File: config.mk
export PLATFORM = sky130hd
export DESIGN_NAME = line_editor_with_timeout
export DESIGN_NICKNAME = d
export VERILOG_FILES = /design/src/rtl/lewt_pkg.sv /design/src/rtl/line_editor_with_timeout.sv
export VERILOG_INCLUDE_DIRS = /design/src /design/src/rtl
export SDC_FILE = /design/constraint.sdc
export NUM_CORES = 1
export LEC_CHECK = 0
export BUFFER_PORTS_ARGS = -buffer_cell sky130_fd_sc_hd__buf_2
export CAP_MARGIN = 20
export CELL_PAD_IN_SITES_DETAIL_PLACEMENT = 1
export CELL_PAD_IN_SITES_GLOBAL_PLACEMENT = 1
export CORE_ASPECT_RATIO = 0.75
export CORE_MARGIN = 3
export CORE_UTILIZATION = 41
export CTS_CLUSTER_SIZE = 28
export DETAILED_ROUTE_END_ITERATION = 10
export GPL_ROUTABILITY_DRIVEN = 1
export PLACE_DENSITY = 0.79
export SYNTH_ARGS = -nofsm -noshare
export SYNTH_HDL_FRONTEND = slang
export SYNTH_SLANG_ARGS = --single-unit
File: constraint.sdc
create_clock -name clk -period 5.2 [get_ports clk]
set_clock_uncertainty 0.1 [all_clocks]
set_input_delay 0.52 -clock clk [delete_from_list [all_inputs] [get_ports clk]]
set_output_delay 0.52 -clock clk [all_outputs]
set_load 0.1 [all_outputs]
File: src/rtl/line_editor_with_timeout_defines.svh
// ----------------------------------------------------------------------------
// Line editor assertion macros
// Concurrent assertion wrappers for the line editor; empty when SYNTH is set.
// ----------------------------------------------------------------------------
`ifndef LINE_EDITOR_WITH_TIMEOUT_DEFINES_SVH
`define LINE_EDITOR_WITH_TIMEOUT_DEFINES_SVH

`ifndef SYNTH
`define LEWT_ASSERT(label, clk, rst_n, prop) \
  label: assert property (@(posedge clk) disable iff (!rst_n) prop) \
    else $error("line editor assertion failed");
`define LEWT_ASSERT_IMPL(label, clk, rst_n, ante, cons) \
  label: assert property (@(posedge clk) disable iff (!rst_n) (ante) |-> (cons)) \
    else $error("line editor assertion failed");
`else
`define LEWT_ASSERT(label, clk, rst_n, prop)
`define LEWT_ASSERT_IMPL(label, clk, rst_n, ante, cons)
`endif

`endif

File: src/rtl/lewt_pkg.sv
// ----------------------------------------------------------------------------
// Line editor package
// Codes, result record and fixed limits of the line editor.
// ----------------------------------------------------------------------------
package lewt_pkg;

  localparam int MAX_LINE = 256;
  localparam logic [8:0] LINE_CAP = (MAX_LINE > 256) ? 9'd256 : 9'(MAX_LINE);

  localparam logic [8:0]  MAX_LENGTH_RST    = 9'd256;
  localparam logic [31:0] TIMEOUT_TICKS_RST = 32'd1000000;

  localparam logic [7:0] CH_CR  = 8'h0D;
  localparam logic [7:0] CH_LF  = 8'h0A;
  localparam logic [7:0] CH_EOF = 8'hFF;
  localparam logic [7:0] CH_BS  = 8'h08;
  localparam logic [7:0] CH_SP  = 8'h20;

  typedef enum logic [1:0] {
    ACT_START = 2'd0,
    ACT_BYTE  = 2'd1,
    ACT_TICK  = 2'd2
  } action_t;

  typedef enum logic [0:0] {
    REG_MAX_LENGTH    = 1'b0,
    REG_TIMEOUT_TICKS = 1'b1
  } cfg_reg_t;

  typedef enum logic [1:0] {
    GRP_ECHO    = 2'd0,
    GRP_EOL     = 2'd1,
    GRP_BS      = 2'd2,
    GRP_TIMEOUT = 2'd3
  } grp_kind_t;

  typedef struct packed {
    logic       echo_valid;
    logic [7:0] echo_char;
    logic       store_valid;
    logic [7:0] store_index;
    logic [7:0] store_char;
    logic       line_done;
    logic       line_ok;
    logic [7:0] line_length;
    logic       last;
  } res_t;

endpackage

File: src/rtl/line_editor_with_timeout.sv
// ----------------------------------------------------------------------------
// Line editor with timeout
// Console line input engine with echo, backspace editing and tick timeout.
// ----------------------------------------------------------------------------
// Input channel: in_valid/in_stall with in_action (start, byte, tick) and
// in_rx_byte. A transfer takes place when in_valid is high and in_stall low.
// Result channel: out_valid/out_stall with echo, buffer store and line end
// fields; out_last marks the final result of one input item.
// Config channel: cfg_valid/cfg_ready (always ready), cfg_index selects
// max_length (0) or timeout_ticks (1), cfg_data holds the value.
// Each item updates the line state in the cycle of its transfer and loads
// its result group (none to three results) into a group register; results
// then leave through the output register one per cycle unless the receiver
// stalls. The first result passes the group register, then the output
// register, before out_valid rises. Items with at most one result are taken
// one per cycle while nothing stalls; backspace (three results) and line end
// (two) hold the group register and in_stall until their last result loads.
// On a receiver stall the output register holds, and a loaded group register
// holds behind it with in_stall high. Reset clears the line state, empties
// both registers and returns the config registers to 256 and 1000000.
// ----------------------------------------------------------------------------
`include "line_editor_with_timeout_defines.svh"

module line_editor_with_timeout (
  input  logic        clk,
  input  logic        rst_n,
  input  logic        in_valid,
  output logic        in_stall,
  input  logic [1:0]  in_action,
  input  logic [7:0]  in_rx_byte,
  output logic        out_valid,
  input  logic        out_stall,
  output logic        out_echo_valid,
  output logic [7:0]  out_echo_char,
  output logic        out_store_valid,
  output logic [7:0]  out_store_index,
  output logic [7:0]  out_store_char,
  output logic        out_line_done,
  output logic        out_line_ok,
  output logic [7:0]  out_line_length,
  output logic        out_last,
  input  logic        cfg_valid,
  output logic        cfg_ready,
  input  logic [0:0]  cfg_index,
  input  logic [31:0] cfg_data
);

  logic [8:0]  max_length_r;
  logic [31:0] timeout_r;
  logic [7:0]  position_r, position_nxt;
  logic [31:0] elapsed_r, elapsed_nxt;
  logic        active_r, active_nxt;

  logic                grp_valid_r;
  lewt_pkg::grp_kind_t grp_kind_r, grp_kind_nxt;
  logic [1:0]          grp_sub_r;
  logic [7:0]          grp_char_r, grp_char_nxt;
  logic [7:0]          grp_idx_r, grp_idx_nxt;
  logic [7:0]          grp_len_r, grp_len_nxt;
  logic                grp_done_r, grp_done_nxt;
  logic                grp_load;

  logic            out_valid_r;
  lewt_pkg::res_t  out_r, res;

  logic        in_xfer, out_load;
  logic [8:0]  size, char_limit;
  logic [7:0]  pos_inc;
  logic        store_end;
  logic [31:0] tick_nxt;
  logic        tick_end;
  logic        is_eol;
  lewt_pkg::action_t act;

  assign cfg_ready = 1'b1;

  always_ff @(posedge clk) begin
    if (!rst_n) begin
      max_length_r <= lewt_pkg::MAX_LENGTH_RST;
      timeout_r    <= lewt_pkg::TIMEOUT_TICKS_RST;
    end else if (cfg_valid && cfg_ready) begin
      case (lewt_pkg::cfg_reg_t'(cfg_index))
        lewt_pkg::REG_MAX_LENGTH:    max_length_r <= cfg_data[8:0];
        lewt_pkg::REG_TIMEOUT_TICKS: timeout_r    <= cfg_data;
        default: ;
      endcase
    end
  end

  always_comb begin
    size = max_length_r;
    if (size > lewt_pkg::LINE_CAP) size = lewt_pkg::LINE_CAP;
    if (size < 9'd2) size = 9'd2;
    char_limit = size - 9'd1;
  end

  assign pos_inc   = position_r + 8'd1;
  assign store_end = {1'b0, pos_inc} >= char_limit;
  assign tick_nxt  = (elapsed_r == 32'hFFFF_FFFF) ? elapsed_r : elapsed_r + 32'd1;
  assign tick_end  = tick_nxt >= timeout_r;
  assign is_eol    = (in_rx_byte == lewt_pkg::CH_CR) || (in_rx_byte == lewt_pkg::CH_LF) ||
                     (in_rx_byte == lewt_pkg::CH_EOF);
  assign act       = lewt_pkg::action_t'(in_action);

  always_comb begin
    position_nxt = position_r;
    elapsed_nxt  = elapsed_r;
    active_nxt   = active_r;
    grp_load     = 1'b0;
    grp_kind_nxt = lewt_pkg::GRP_ECHO;
    grp_char_nxt = in_rx_byte;
    grp_idx_nxt  = position_r;
    grp_len_nxt  = position_r;
    grp_done_nxt = 1'b0;
    case (act)
      lewt_pkg::ACT_START: begin
        active_nxt   = 1'b1;
        position_nxt = 8'd0;
        elapsed_nxt  = 32'd0;
      end
      lewt_pkg::ACT_BYTE: begin
        if (active_r) begin
          if (is_eol) begin
            active_nxt   = 1'b0;
            grp_load     = 1'b1;
            grp_kind_nxt = lewt_pkg::GRP_EOL;
          end else if (in_rx_byte == lewt_pkg::CH_BS) begin
            if (position_r != 8'd0) begin
              position_nxt = position_r - 8'd1;
              grp_load     = 1'b1;
              grp_kind_nxt = lewt_pkg::GRP_BS;
            end
          end else begin
            position_nxt = pos_inc;
            grp_load     = 1'b1;
            grp_kind_nxt = lewt_pkg::GRP_ECHO;
            grp_len_nxt  = pos_inc;
            grp_done_nxt = store_end;
            if (store_end) active_nxt = 1'b0;
          end
        end
      end
      lewt_pkg::ACT_TICK: begin
        if (active_r) begin
          elapsed_nxt = tick_nxt;
          if (tick_end) begin
            active_nxt   = 1'b0;
            grp_load     = 1'b1;
            grp_kind_nxt = lewt_pkg::GRP_TIMEOUT;
          end
        end
      end
      default: ;
    endcase
  end

  always_comb begin
    res = '0;
    case (grp_kind_r)
      lewt_pkg::GRP_ECHO: begin
        res.echo_valid  = 1'b1;
        res.echo_char   = grp_char_r;
        res.store_valid = 1'b1;
        res.store_index = grp_idx_r;
        res.store_char  = grp_char_r;
        res.line_done   = grp_done_r;
        res.line_ok     = grp_done_r;
        res.line_length = grp_done_r ? grp_len_r : 8'd0;
        res.last        = 1'b1;
      end
      lewt_pkg::GRP_EOL: begin
        res.echo_valid = 1'b1;
        if (grp_sub_r == 2'd0) begin
          res.echo_char = lewt_pkg::CH_CR;
        end else begin
          res.echo_char   = lewt_pkg::CH_LF;
          res.line_done   = 1'b1;
          res.line_ok     = 1'b1;
          res.line_length = grp_len_r;
          res.last        = 1'b1;
        end
      end
      lewt_pkg::GRP_BS: begin
        res.echo_valid = 1'b1;
        res.echo_char  = (grp_sub_r == 2'd1) ? lewt_pkg::CH_SP : lewt_pkg::CH_BS;
        res.last       = (grp_sub_r == 2'd2);
      end
      lewt_pkg::GRP_TIMEOUT: begin
        res.line_done   = 1'b1;
        res.line_length = grp_len_r;
        res.last        = 1'b1;
      end
      default: ;
    endcase
  end

  assign out_load = grp_valid_r && (!out_valid_r || !out_stall);
  assign in_stall = grp_valid_r && !(out_load && res.last);
  assign in_xfer  = in_valid && !in_stall;

  always_ff @(posedge clk) begin
    if (!rst_n) begin
      position_r <= 8'd0;
      elapsed_r  <= 32'd0;
      active_r   <= 1'b0;
    end else if (in_xfer) begin
      position_r <= position_nxt;
      elapsed_r  <= elapsed_nxt;
      active_r   <= active_nxt;
    end
  end

  always_ff @(posedge clk) begin
    if (!rst_n) begin
      grp_valid_r <= 1'b0;
      grp_sub_r   <= 2'd0;
    end else if (in_xfer && grp_load) begin
      grp_valid_r <= 1'b1;
      grp_sub_r   <= 2'd0;
    end else if (out_load && res.last) begin
      grp_valid_r <= 1'b0;
    end else if (out_load) begin
      grp_sub_r <= grp_sub_r + 2'd1;
    end
  end

  always_ff @(posedge clk) begin
    if (in_xfer && grp_load) begin
      grp_kind_r <= grp_kind_nxt;
      grp_char_r <= grp_char_nxt;
      grp_idx_r  <= grp_idx_nxt;
      grp_len_r  <= grp_len_nxt;
      grp_done_r <= grp_done_nxt;
    end
  end

  always_ff @(posedge clk) begin
    if (!rst_n) begin
      out_valid_r <= 1'b0;
    end else if (out_load) begin
      out_valid_r <= 1'b1;
    end else if (!out_stall) begin
      out_valid_r <= 1'b0;
    end
  end

  always_ff @(posedge clk) begin
    if (out_load) begin
      out_r <= res;
    end
  end

  assign out_valid       = out_valid_r;
  assign out_echo_valid  = out_r.echo_valid;
  assign out_echo_char   = out_r.echo_char;
  assign out_store_valid = out_r.store_valid;
  assign out_store_index = out_r.store_index;
  assign out_store_char  = out_r.store_char;
  assign out_line_done   = out_r.line_done;
  assign out_line_ok     = out_r.line_ok;
  assign out_line_length = out_r.line_length;
  assign out_last        = out_r.last;

  `LEWT_ASSERT_IMPL(a_done_is_last, clk, rst_n, out_valid_r && out_r.line_done, out_r.last)
  `LEWT_ASSERT_IMPL(a_no_echo_timeout, clk, rst_n, out_valid_r && !out_r.echo_valid,
                    out_r.line_done && !out_r.line_ok)
  `LEWT_ASSERT_IMPL(a_store_echoes, clk, rst_n, out_valid_r && out_r.store_valid,
                    out_r.echo_valid && (out_r.echo_char == out_r.store_char))
  `LEWT_ASSERT_IMPL(a_pos_bound, clk, rst_n, active_r, position_r != 8'hFF)

endmodule
# Yosys cells after proc, flatten, opt, wreduce, memory -nomap -nowiden

Index checks and enable logic that the tools add are counted.

Bits in registers: 150
Bits in latches: 0
Bits in writable memories: 0
ROM bits: 0
Input bits: 48
Logic and storage cells: 131
Memories: 0

Add/subtract/negate cells: 5
$mul: 0
Divide/modulo/power cells: 0
Magnitude comparators: 4
Equal/unequal tests: 17
Shifts and indexed selects: 0
Muxes and demuxes: 49
Bitwise operators: 5
Reductions and logical operators: 29

Operators by type and width:

| operator                | count |
|---|---|
| $mux W8                 | 9 |
| $mux W32                | 2 |
| $pmux W32 S2            | 1 |
| $add A32 B1 Y32 const B | 1 |
| $eq A32 B32 Y1 const B  | 1 |
| $ge A32 B32 Y1          | 1 |
| $pmux W9 S3             | 1 |
| $eq A8 B4 Y1 const B    | 3 |
| $pmux W8 S3             | 1 |
| $mux W9                 | 2 |
| $mux W17                | 1 |
| $mux W1                 | 16 |
| $pmux W8 S2             | 1 |
| $mux W2                 | 6 |
| $mux W11                | 1 |
| $ge A8 B9 Y1            | 1 |
| $gt A9 B9 Y1 const B    | 1 |
| $lt A9 B2 Y1 const B    | 1 |
| $pmux W1 S3             | 3 |
| $sub A9 B1 Y9 const B   | 1 |
| $add A8 B1 Y8 const B   | 1 |
| $eq A2 B2 Y1 const B    | 4 |
| $eq A8 B8 Y1 const B    | 1 |
| $reduce_and A2 Y1       | 4 |
| other kinds (22)        | 45 |

# Longest topological paths before layout

Gate-level depths: netlist (run 1).

Depth in word-level cells: 11
Gate-level depth with buffers: 15
Mapped depth without buffers: 14

# Worst setup path before layout (run 1)

No wires, ideal clock.

Kind: register -> register
Start: register elapsed_r[11]
End: register grp_char_r[0] (enable)
Arrival time: 4.274 ns
Required time: 4.680 ns
Path slack: 0.406 ns
Stages on the path, launching flop included: 13
Path buffers: 0
Period minus slack after synthesis: 4.794 ns
Cells stage by stage: dfxtp_1 > nand4_4 > nor4_1 > and3_1 > and4_1 > nand3_1 > xnor2_1 > ha_1 > nand2_1 > o21ai_0 > a211oi_1 > or4_1 > a21oi_1

Word-level cells in the longest chain between the ends: 7
Elaborated cells between the ends (all ways): 8

Ends and longest elaborated chain:

| item                                              | line                            | source |
|---|---|---|
| start, declared                                   | line_editor_with_timeout.sv:51  | `logic [31:0] elapsed_r, elapsed_nxt;` |
| start signal, assigned                            | line_editor_with_timeout.sv:208 | `elapsed_r <= elapsed_nxt;` |
| $add A32 B1 Y32 or $eq A32 B32 Y1 (tied branches) | line_editor_with_timeout.sv:99  | `assign tick_nxt = (elapsed_r == 32'hFFFF_FFFF) ? elapsed_r : elapsed_r + 32'd1;` |
| $mux W32 *                                        | line_editor_with_timeout.sv:99  |  |
| $ge A32 B32 Y1 *                                  | line_editor_with_timeout.sv:100 | `assign tick_end = tick_nxt >= timeout_r;` |
| $mux W1 *                                         | line_editor_with_timeout.sv:146 | `if (tick_end) begin` |
| $mux W1 *                                         | line_editor_with_timeout.sv:144 | `if (active_r) begin` |
| $pmux W1 S2 *                                     | line_editor_with_timeout.sv:115 | `case (act)` |
| $logic_and A1 B1 Y1 *                             | line_editor_with_timeout.sv:228 | `if (in_xfer && grp_load) begin` |
| end signal, assigned                              | line_editor_with_timeout.sv:230 | `grp_char_r <= grp_char_nxt;` |
| end, declared                                     | line_editor_with_timeout.sv:57  | `logic [7:0] grp_char_r, grp_char_nxt;` |

Every way passes the cells marked *; elsewhere a longest branch is shown, timed or not.
A chain may end at the register's enable or synchronous reset.

# Worst setup path in the final report (run 1)

Start: register elapsed_r[10]
End: register grp_idx_r[4] (enable)

Word-level cells in the longest chain between the ends: 7
Elaborated cells between the ends (all ways): 8

Ends and longest elaborated chain:

| item                                              | line                            | source |
|---|---|---|
| $add A32 B1 Y32 or $eq A32 B32 Y1 (tied branches) | line_editor_with_timeout.sv:99  |  |
| $mux W32 *                                        | line_editor_with_timeout.sv:99  |  |
| $ge A32 B32 Y1 *                                  | line_editor_with_timeout.sv:100 |  |
| $mux W1 *                                         | line_editor_with_timeout.sv:146 |  |
| $mux W1 *                                         | line_editor_with_timeout.sv:144 |  |
| $pmux W1 S2 *                                     | line_editor_with_timeout.sv:115 |  |
| $logic_and A1 B1 Y1 *                             | line_editor_with_timeout.sv:228 |  |
| end signal, assigned                              | line_editor_with_timeout.sv:231 | `grp_idx_r <= grp_idx_nxt;` |
| end, declared                                     | line_editor_with_timeout.sv:58  | `logic [7:0] grp_idx_r, grp_idx_nxt;` |

Marked as above.

==> results of run 1 <==
-- worst register-to-register path: stages, from the launching register on --
cell	delay (ns)
dfxtp_1	0.53
nand4_4	0.21
nor4_4	0.62
a31oi_1	0.30
buf_4	0.25
and4_1	0.21
nand3_1	0.12
xnor2_1	0.08
ha_1	0.33
nand2_1	0.09
o21ai_0	0.26
a211oi_1	0.08
or4_1	0.57
a21oi_2	0.14
buf_4	0.37
-- cell usage after synthesis, drive strengths merged, types with 19 or more instances --
| master | n |
|---|---|
| dfxtp | 86 |
| a21oi | 81 |
| xnor2 | 31 |
| nor2 | 33 |
| o21ai | 44 |
| nand4 | 19 |
| inv | 56 |
| edfxtp | 64 |
| and2 | 27 |
| ha | 59 |
| nand3 | 24 |
| clkbuf | 28 |
| nand2 | 140 |
-- where the power goes --
part,switching (mW),internal (mW)
clock,0.612,0.655
sequential,0.0155,1.25
combinational,0.159,0.0689
total,0.787,1.97
-- worst min-delay path by stage --
stage	from	end	slack, ns
floorplan	grp_idx_nxt[2]$_SDFFE_PN0P_	grp_idx_r[2]$_DFFE_PP_	0.31
detailed placement	timeout_r[13]$_SDFFE_PN0P_	timeout_r[13]$_SDFFE_PN0P_	0.35
CTS	cfg_data[12]	timeout_r[12]$_SDFFE_PN0P_	0.20
finish	cfg_data[23]	timeout_r[23]$_SDFFE_PN0P_	0.21
global route	cfg_data[23]	timeout_r[23]$_SDFFE_PN0P_	0.20
global placement	timeout_r[15]$_SDFFE_PN0P_	timeout_r[15]$_SDFFE_PN0P_	0.34
-- metrics by stage --
stage / setup WS [ns] / utilization / cell area, um2
global route: 0.292 / 0.487 / 9520
global placement: 0.930 / 0.455 / 8900
floorplan: 0.406 / - / 8250
detailed placement: 0.728 / 0.455 / 8900
finish: 0.594 / 0.487 / 9520
CTS: 0.661 / 0.487 / 9520
-- routing by layer --
metal	vias to the layer above	GRT usage	part of all wire
li1	3368	-	-
met5	-	0	0
met1	3381	0.294	0.50
met3	27	0.0393	0.046
met2	163	0.339	0.44
met4	0	0.0649	0.014
-- cells by family (layout without fill, tap and decap cells) --
kind of cell             Yosys count  in the layout  share of synthesized area
multiplexers                       6              6                    0.00759
buffers and inverters             98            183                     0.0472
AND/OR/NAND/NOR                  334            334                      0.207
AO/OA/AOI/OAI                    210            210                      0.157
XOR/XNOR                          46             46                     0.0498
adder cells (fa/ha/maj)           59             59                     0.0895
other                              1              1                   0.000455
flip-flops                       150            150                      0.442
-- final cells by class --
type                    count  area [um2]  area share
clock buffers              17         425      0.0447
clock inverters            15         194      0.0204
inverters                  57         214      0.0225
multi-input cells         656        4230       0.445
flip-flops and latches    150        3640       0.383
well taps                 253         317      0.0333
repair buffers             94         490      0.0515
==> reports/results.txt, run 1 <==
Status = completed
Crit Path Category = reg -> reg
Max Clk Rate = 217 MHz
Yosys top cell by area = edfxtp_1
GPL Wtd Cong = 0.850
Die Ht = 129 um
Worst-Skew Late Latency = 0.44 ns
Core area = 19500 um2
Hold_buf cts = 0
CP top delay family = simple AND/OR/NAND/NOR gates
# rows = 44
WL final = 23000 um
R2r worst-path depth = 14
Post-CTS Setup Inserts = 0
Starting density of the core = 0.422
Clock sink count = 150
Worst-path cell chain = nand4_4, nor4_4, a31oi_1, buf_4, and4_1, nand3_1, xnor2_1, ha_1, nand2_1, o21ai_0, a211oi_1, or4_1, a21oi_2, buf_4
Flops & latches, synth = 150
Antenna violations before repair = 0
Ys flop type = dfxtp_1
Via Count = 6939
Crit path max fanout = 27
DRC violations left = 0
Mapped Nets = 1011
Fin Setup TNS = 0 ns
Antenna-violating nets left = 0
Worst path most repeated cell = buf_4
Slew margin rel. = 0.251
Max cap viols = 0
Async set-reset flop share out of synthesis = 0
Hold slack = 0.207 ns
H-tree Lvls = 4
Most frequent cells in the layout = 140 x nand2_1, 86 x dfxtp_1, 86 x buf_2, 79 x a21oi_1, 64 x edfxtp_1
CTS tree = yes
Synth top area share = 0.233
DR iter-0 viols = 452
Share of layout cells above drive strength 1 = 0.151
CP required = 5.20 ns
PwrDens = 290 nW/um2
YS warnings = 0
Pre-antenna DRT Iters = 4
Overall power = 2.76 mW
Worst slew pin tran = 1.12 ns
CP Buf/Inv Count = 2
RSZ-0062 raised after global routing = no
Critical path depth = 14
WL per Instance = 18.5 um
Total global routing overflow = 0
Fin crit period = 4.61 ns
GRT Total Usage = 0.212
DR vias/cell = 5.59
VDD IR max = 0.172 mV
Port Buffers = 86
Layout Cells excl Fill = 1242
Worst setup endpoint = grp_idx_r[4]$_DFFE_PP_
Synth-to-layout area growth = 15.4%
Synthesized cell area = 8250 um2
Seq/Total Area, Yosys = 0.442
First-pass GRT wire length = 36500 um
Cts bufs inserted = 17
CP Launch Point = elapsed_r[10]$_SDFFE_PN0P_
Hold Path Class = in -> reg
Finish-stage setup viols = 0
Critical path launch point type = flip-flop
Leak Pwr = 3.80 nW
IO Pins = 88
Number of synthesized flops with an enable pin = 64
Top flop regs = elapsed_r (32), timeout_r (32), max_length_r (9)
Largest net degree at the start of global routing = 45
Dpl cells = 1210
CTS Root Cell = clkbuf_16
Commonest non-fill, non-tap cell in the layout = nand2_1
Number of global-route vias before repair = 6865
Reg-to-reg startpoint = elapsed_r[10]$_SDFFE_PN0P_
Fill count = 2311
Post-cts sizing count = 0
Synth top area cells = edfxtp_1 23%, dfxtp_1 21%, ha_1 9.0%
Fin nets = 1083
CTS Buffer Depth = 2
CP peak stage delay = 0.61 ns
Pins Over Slew Limit = 0
Diode count = 0
Clock Pin Slew Worst Setup and Hold Paths = 0.08 ns
Die span in x = 170 um
Worst path slowest cell = nor4_4
CP Data Arrival Time = 4.60 ns
DIE AREA = 21900 um2
Hold Path Cell Cnt = 3
Library cells used by synthesis = 70
Worst r2r dst = grp_idx_r[4]$_DFFE_PP_
Final Hold Fails = 0
Syn Area/Cell = 9.12 um2
Post-DP HPWL = 16300 um
Post-Syn Instances = 904
Final Cycle Share = 0.886
R2R Setup Slk = 0.59 ns
CP Capture Type = flip-flop
Note: power is estimated with default switching activity, not from simulation.
==> inputs of run 2 (changes only) <==
ABC_AREA = 1   (was unset)
CORE_UTILIZATION = 40   (was 41)
==> run 2 against run 1 <==
  * Register-to-register slack improved by 0.76 ns
  * First-iteration DRC count is 6.0% lower
  * Setup slack better by 0.76 ns
  * Combinational power is 16% higher
  * Clock power about the same
  * Worst hold slack got worse by 0.042 ns
  * Synthesized cell count increased by 17%
  * Critical path type unchanged
  * Highest routed layer unchanged
==> reports/results.txt, run 2 <==
IO Pins = 88
Util after Layout = 0.478
Max cap viols = 0
GRT Total Usage = 0.209
Synth top area cells = edfxtp_1 22%, dfxtp_1 20%, nand2_1 10%
Syn Area/Cell = 8.14 um2
Overall power = 2.82 mW
Status = completed
DIE AREA = 23400 um2
Max Clk Rate = 260 MHz
Die span in x = 175 um
Antenna violations before repair = 0
Worst-Skew Late Latency = 0.44 ns
Starting density of the core = 0.417
CP peak stage delay = 0.42 ns
Clock sink count = 150
Worst-path cell chain = ha_1, nand2_2, nor2_4, nand2_4, nor2_4, nand4_4, buf_4, o21ai_0, inv_1, ha_1, nand2_1, nand2_1, nand2_1, nand2_1, nand2_1, nand2_1, nand2_1, nand2_1, nand2_1, nand4_1, nand2_1, inv_1, buf_4
Cell area after layout = 9870 um2
Via Count = 7193
Layout Cells excl Fill = 1431
Hold slack = 0.165 ns
Worst slew pin tran = 0.964 ns
PwrDens = 285 nW/um2
Multi-input gate area = 4220 um2
CP Capture Type = flip-flop
CTS Root Cell = clkbuf_16
# rows = 45
Leak Pwr = 4.50 nW
Synth top area share = 0.223
Critical path launch point type = flip-flop
Most common cell in the netlist = nand2_1
Pins Over Slew Limit = 0
Crit Path Category = reg -> reg
Number of synthesized flops with an enable pin = 64
CP Buf/Inv Count = 4
Most frequent cells after synthesis = 240 x nand2_1, 145 x inv_1, 88 x nor2_1
Hold Path Class = in -> reg
Commonest non-fill, non-tap cell in the layout = nand2_1
Finish-stage setup viols = 0
Post-DP HPWL = 18000 um
Crit path max fanout = 27
Clock Pin Slew Worst Setup and Hold Paths = 0.08 ns
CP required = 5.21 ns
Synth-to-layout area growth = 14.6%
CTS tree = yes
CP Data Arrival Time = 3.85 ns
Final Hold Fails = 0
R2R Setup Slk = 1.36 ns
Dpl cells = 1398
Slack of the critical path = 1.36 ns
Seq/Total Area, Yosys = 0.423
Worst path most repeated cell = nand2_1
Post-Syn Instances = 1059
Largest net degree at the start of global routing = 51
Post-CTS Setup Inserts = 0
H-tree Lvls = 4
DR iter-0 viols = 425
RSZ-0062 raised after global routing = no
Core area = 20700 um2
Pre-antenna DRT Iters = 5
Die Ht = 133 um
First-pass GRT wire length = 39000 um
Flops & latches, synth = 150
Mapped Nets = 1166
Worst path slowest cell = dfxtp_1
Top flop regs = elapsed_r (32), timeout_r (32), max_length_r (9)
Hold_buf cts = 0
WL per Instance = 16.9 um
YS warnings = 0
VDD IR max = 0.166 mV
Fin crit period = 3.84 ns
Synthesized cell area = 8620 um2
Comb pwr share = 0.094
DR vias/cell = 5.03
Fill count = 2548
Final Cycle Share = 0.739
Flop pwr share = 0.451
Fin Setup TNS = 0 ns
Total global routing overflow = 0
Sw Ratio = 0.293
Number of global-route vias before repair = 7332
Slew margin rel. = 0.356
Port Buffers = 86
Most frequent cells in the layout = 240 x nand2_1, 145 x inv_1, 88 x nor2_1, 86 x dfxtp_1, 86 x buf_2
Library cells used by synthesis = 48
Yosys top cell by area = edfxtp_1
Post-cts sizing count = 0
Placed Area = 9240 um2
Seq. cell area = 3640 um2
Share of layout cells above drive strength 1 = 0.185
Cts bufs inserted = 17
Clock power share = 0.455
P_int = 1.99 mW
Antenna-violating nets left = 0
Diode count = 0
Async set-reset flop share out of synthesis = 0
CP top delay family = simple AND/OR/NAND/NOR gates
Psw = 827 uW
GPL Wtd Cong = 0.927
Ys flop type = dfxtp_1
Dpl ws = 1.38 ns
CTS Buffer Depth = 2
WL final = 24100 um
DRC violations left = 0
Fin nets = 1243
[run 2: cell types whose count changed in the layout (fill, tap and decap cells not counted), sizes merged, moves of 11 or more]
cell    change
a31oi      -17
and2       -25
and3       -11
inv        +93
nand2     +140
nand2b     -11
nor2       +63
nor3       +12
o21ai      +15
or3        -11
xnor2      -20
xor2       +17
[run 2: power groups by stage]
stage / clock [mW] / sequential, mW / combinational [mW]
after global routing: 1.34 / 1.27 / 0.298
after floorplan: 0 / 1.32 / 0.159
after detailed placement: 0 / 1.30 / 0.261
after CTS: 1.30 / 1.27 / 0.264
after global placement: 0 / 1.30 / 0.252
final: 1.28 / 1.27 / 0.264
[run 2: cell type report]
| cell class | instances | share of cell area |
|---|---|---|
| inverters | 149 | 0.0569 |
| flip-flops and latches | 150 | 0.369 |
| well taps | 282 | 0.0358 |
| multi-input cells | 727 | 0.427 |
| clock buffers | 17 | 0.0431 |
| clock inverters | 15 | 0.0191 |
| repair buffers | 91 | 0.0487 |
[run 2: logic make-up after synthesis]
| logic type | after synthesis | synth area share |
|---|---|---|
| AOI/OAI and AO/OA | 165 | 0.115 |
| buffers and inverters | 182 | 0.0890 |
| adders and majority gates | 59 | 0.0857 |
| other | 1 | 0.000435 |
| DFF | 150 | 0.423 |
| xor gates and xnor gates | 43 | 0.0437 |
| and+or+nand+nor | 459 | 0.243 |
[run 2: metal layers]
| layer | GRT usage | vias up | share of wire |
|---|---|---|---|
| li1 | - | 3572 | - |
| met1 | 0.299 | 3453 | 0.50 |
| met2 | 0.328 | 154 | 0.44 |
| met3 | 0.0481 | 14 | 0.051 |
| met4 | 0.0365 | 0 | 0.0080 |
| met5 | 0 | - | 0 |
[run 2: worst paths after layout]
check | startpoint | endpoint | cells past startpoint
worst max-delay path | elapsed_r[1]$_SDFFE_PN0P_ | grp_idx_r[5]$_DFFE_PP_ | 23
worst min-delay path | in_rx_byte[6] | grp_char_r[6]$_DFFE_PP_ | 1
worst max register to register | elapsed_r[1]$_SDFFE_PN0P_ | grp_idx_r[5]$_DFFE_PP_ | 23
worst min register to register | timeout_r[4]$_SDFFE_PN0P_ | timeout_r[4]$_SDFFE_PN0P_ | 2
==> inputs of run 3 (changes only) <==
clock period = 3.1 ns   (was 5.2 ns; I/O delays follow)
==> run 3 against run 2 <==
  * The run now ends with setup timing left
  * Sequential cell count is the same
  * Sequential power grew 67%
  * Via count grew 12%
  * Setup slack lost 1.9 ns
  * Worst hold slack lost 0.16 ns
  * Register-to-register slack lost 1.9 ns
  * Core utilization grew 8.0 points
  * Highest routed layer unchanged
==> reports/results.txt, run 3 (synthesis gave the netlist of run 2 again) <==
Status = finished with violations
Failing checks = setup timing
CP Capture Type = flip-flop
Dpl ws = -0.257 ns
CTS Buffer Depth = 2
Worst setup endpoint = grp_len_r[0]$_DFFE_PP_
Reg-to-reg startpoint = elapsed_r[11]$_SDFFE_PN0P_
Fin nets = 1353
Core area = 20700 um2
Share of layout cells above drive strength 1 = 0.364
Leak Pwr = 5.24 nW
GRT Total Usage = 0.234
CP Launch Point = elapsed_r[11]$_SDFFE_PN0P_
DR iter-0 viols = 578
R2R Setup Slk = -0.53 ns
Cts bufs inserted = 17
Die span in x = 175 um
WL per Instance = 20.1 um
Final Hold Fails = 0
Slew margin rel. = 0.433
Antenna-violating nets left = 0
Via Count = 8084
Max cap viols = 0
Worst r2r dst = grp_len_r[0]$_DFFE_PP_
DR vias/cell = 5.24
Cell area after layout = 11500 um2
Commonest non-fill, non-tap cell in the layout = nand2_1
H-tree Lvls = 4
VDD IR max = 0.281 mV
GPL Wtd Cong = 0.868
Top flop regs = elapsed_r (32), timeout_r (32), max_length_r (9)
CTS Root Cell = clkbuf_16
CTS tree = yes
Crit Path Category = reg -> reg
Max Clk Rate = 275 MHz
Clock Pin Slew Worst Setup and Hold Paths = 0.08 ns
Finish-stage setup viols = 34
Die Ht = 133 um
CP Data Arrival Time = 3.74 ns
Fill count = 2431
Crit path max fanout = 7
Most frequent cells in the layout = 207 x nand2_1, 135 x inv_1, 99 x buf_4, 86 x buf_2, 64 x edfxtp_1
Number of global-route vias before repair = 8021
# rows = 45
DIE AREA = 23400 um2
Post-DP HPWL = 19600 um
PwrDens = 420 nW/um2
Clock sink count = 150
Slack of the critical path = -0.534 ns
First-pass GRT wire length = 43500 um
Placed Area = 9910 um2
Antenna violations before repair = 1
Pins Over Slew Limit = 0
WL final = 31000 um
Hold Path Class = in -> reg
Critical path launch point type = flip-flop
CP required = 3.21 ns
Port Buffers = 86
Fin crit period = 3.63 ns
RSZ-0062 raised after global routing = yes
Synth-to-layout area growth = 33.8%
DRC violations left = 0
Largest net degree at the start of global routing = 39
Pre-antenna DRT Iters = 5
IO Pins = 88
R2r worst-path depth = 19
Worst-Skew Late Latency = 0.44 ns
Total global routing overflow = 0
Starting density of the core = 0.417
Worst slew pin tran = 0.851 ns
Final Cycle Share = 1.17
[run 3: cell types whose count changed in the layout (fill, tap and decap cells not counted), moves of 11 or more]
cell,delta
nor2_2,+15
ha_4,+14
nand2_1,-33
dfxtp_4,+11
ha_1,-14
nor3_1,-11
buf_4,+95
nand2_2,+26
dfxtp_1,-25
dfxtp_2,+14
nor2_1,-25
[run 3: worst min-delay path by stage]
stage / end / slack, ns / from / depth (start not counted)
5_1_grt: grp_char_r[3]$_DFFE_PP_ / 0.001 / in_rx_byte[3] / 1
4_1_cts: timeout_r[14]$_SDFFE_PN1P_ / 0.002 / cfg_data[14] / 3
3_5_place_dp: timeout_r[8]$_SDFFE_PN0P_ / 0.36 / timeout_r[8]$_SDFFE_PN0P_ / 2
3_3_place_gp: timeout_r[8]$_SDFFE_PN0P_ / 0.35 / timeout_r[8]$_SDFFE_PN0P_ / 2
2_1_floorplan: grp_idx_r[4]$_DFFE_PP_ / 0.30 / grp_idx_nxt[4]$_SDFFE_PN0P_ / 0
6_report: grp_char_r[3]$_DFFE_PP_ / 0.008 / in_rx_byte[3] / 1
[run 3: routing by layer]
layer | wire, um | vias up | global-route usage
met5 | 0 | - | 0
met4 | 503 | 0 | 0.0444
met3 | 1920 | 37 | 0.0462
met2 | 14800 | 301 | 0.373
met1 | 13800 | 3957 | 0.333
li1 | - | 3789 | -
[run 3: cell type report]
class / count / area [um2] / share of cell area
antenna: 1 / 2.50 / 0.000217
tap: 282 / 353 / 0.0306
clock inverter: 15 / 194 / 0.0168
multi-input combinational: 727 / 4880 / 0.423
timing repair buffer: 201 / 1400 / 0.121
clock buffer: 17 / 425 / 0.0369
inverter: 149 / 571 / 0.0495
sequential: 150 / 3700 / 0.321
[run 3: where the power goes]
part	leakage (nW)	internal, mW	switching, mW
Combinational	3.62	0.180	0.370
Sequential	1.32	2.10	0.0257
Clock	0.300	1.10	1.06
[run 3: per-stage QoR]
stage | TNS, ns | hold slack, ns | total power [mW] | utilization | std cells
finish | -15.45 | 0.00819 | 4.83 | 0.558 | 1542
global route | -21.39 | 0.00134 | 4.99 | 0.558 | 1541
CTS | -5.77 | 0.00193 | 4.79 | 0.517 | 1521
detailed placement | -7.21 | 0.361 | 2.64 | 0.480 | 1481
global placement | -6.95 | 0.350 | 2.61 | 0.480 | 1481
floorplan | 0 | 0.303 | 2.48 | - | 1059
[run 3: worst max-delay path: stages, from the launching register on]
cell	delay (ns)
dfxtp_2	0.39
nand2_2	0.11
nor2_2	0.16
nand4_1	0.22
nor3_2	0.31
buf_4	0.18
xnor2_1	0.13
nand2_2	0.12
ha_4	0.23
nand2_1	0.07
inv_1	0.05
nand2_1	0.07
nand2_1	0.07
nand2_1	0.08
nand2_1	0.09
a21oi_2	0.21
nand4_1	0.20
nand2_2	0.16
clkinvlp_4	0.22
clkbuf_16	0.24
[run 3: timing repair]
item,4_1_cts,5_1_grt
endpoints found under the setup margin,34,34
hold endpoints to repair,7,0
pin swaps,6,46
resized for setup,26,158
hold buffers,7,0
setup buffers,1,17
cloned,0,3
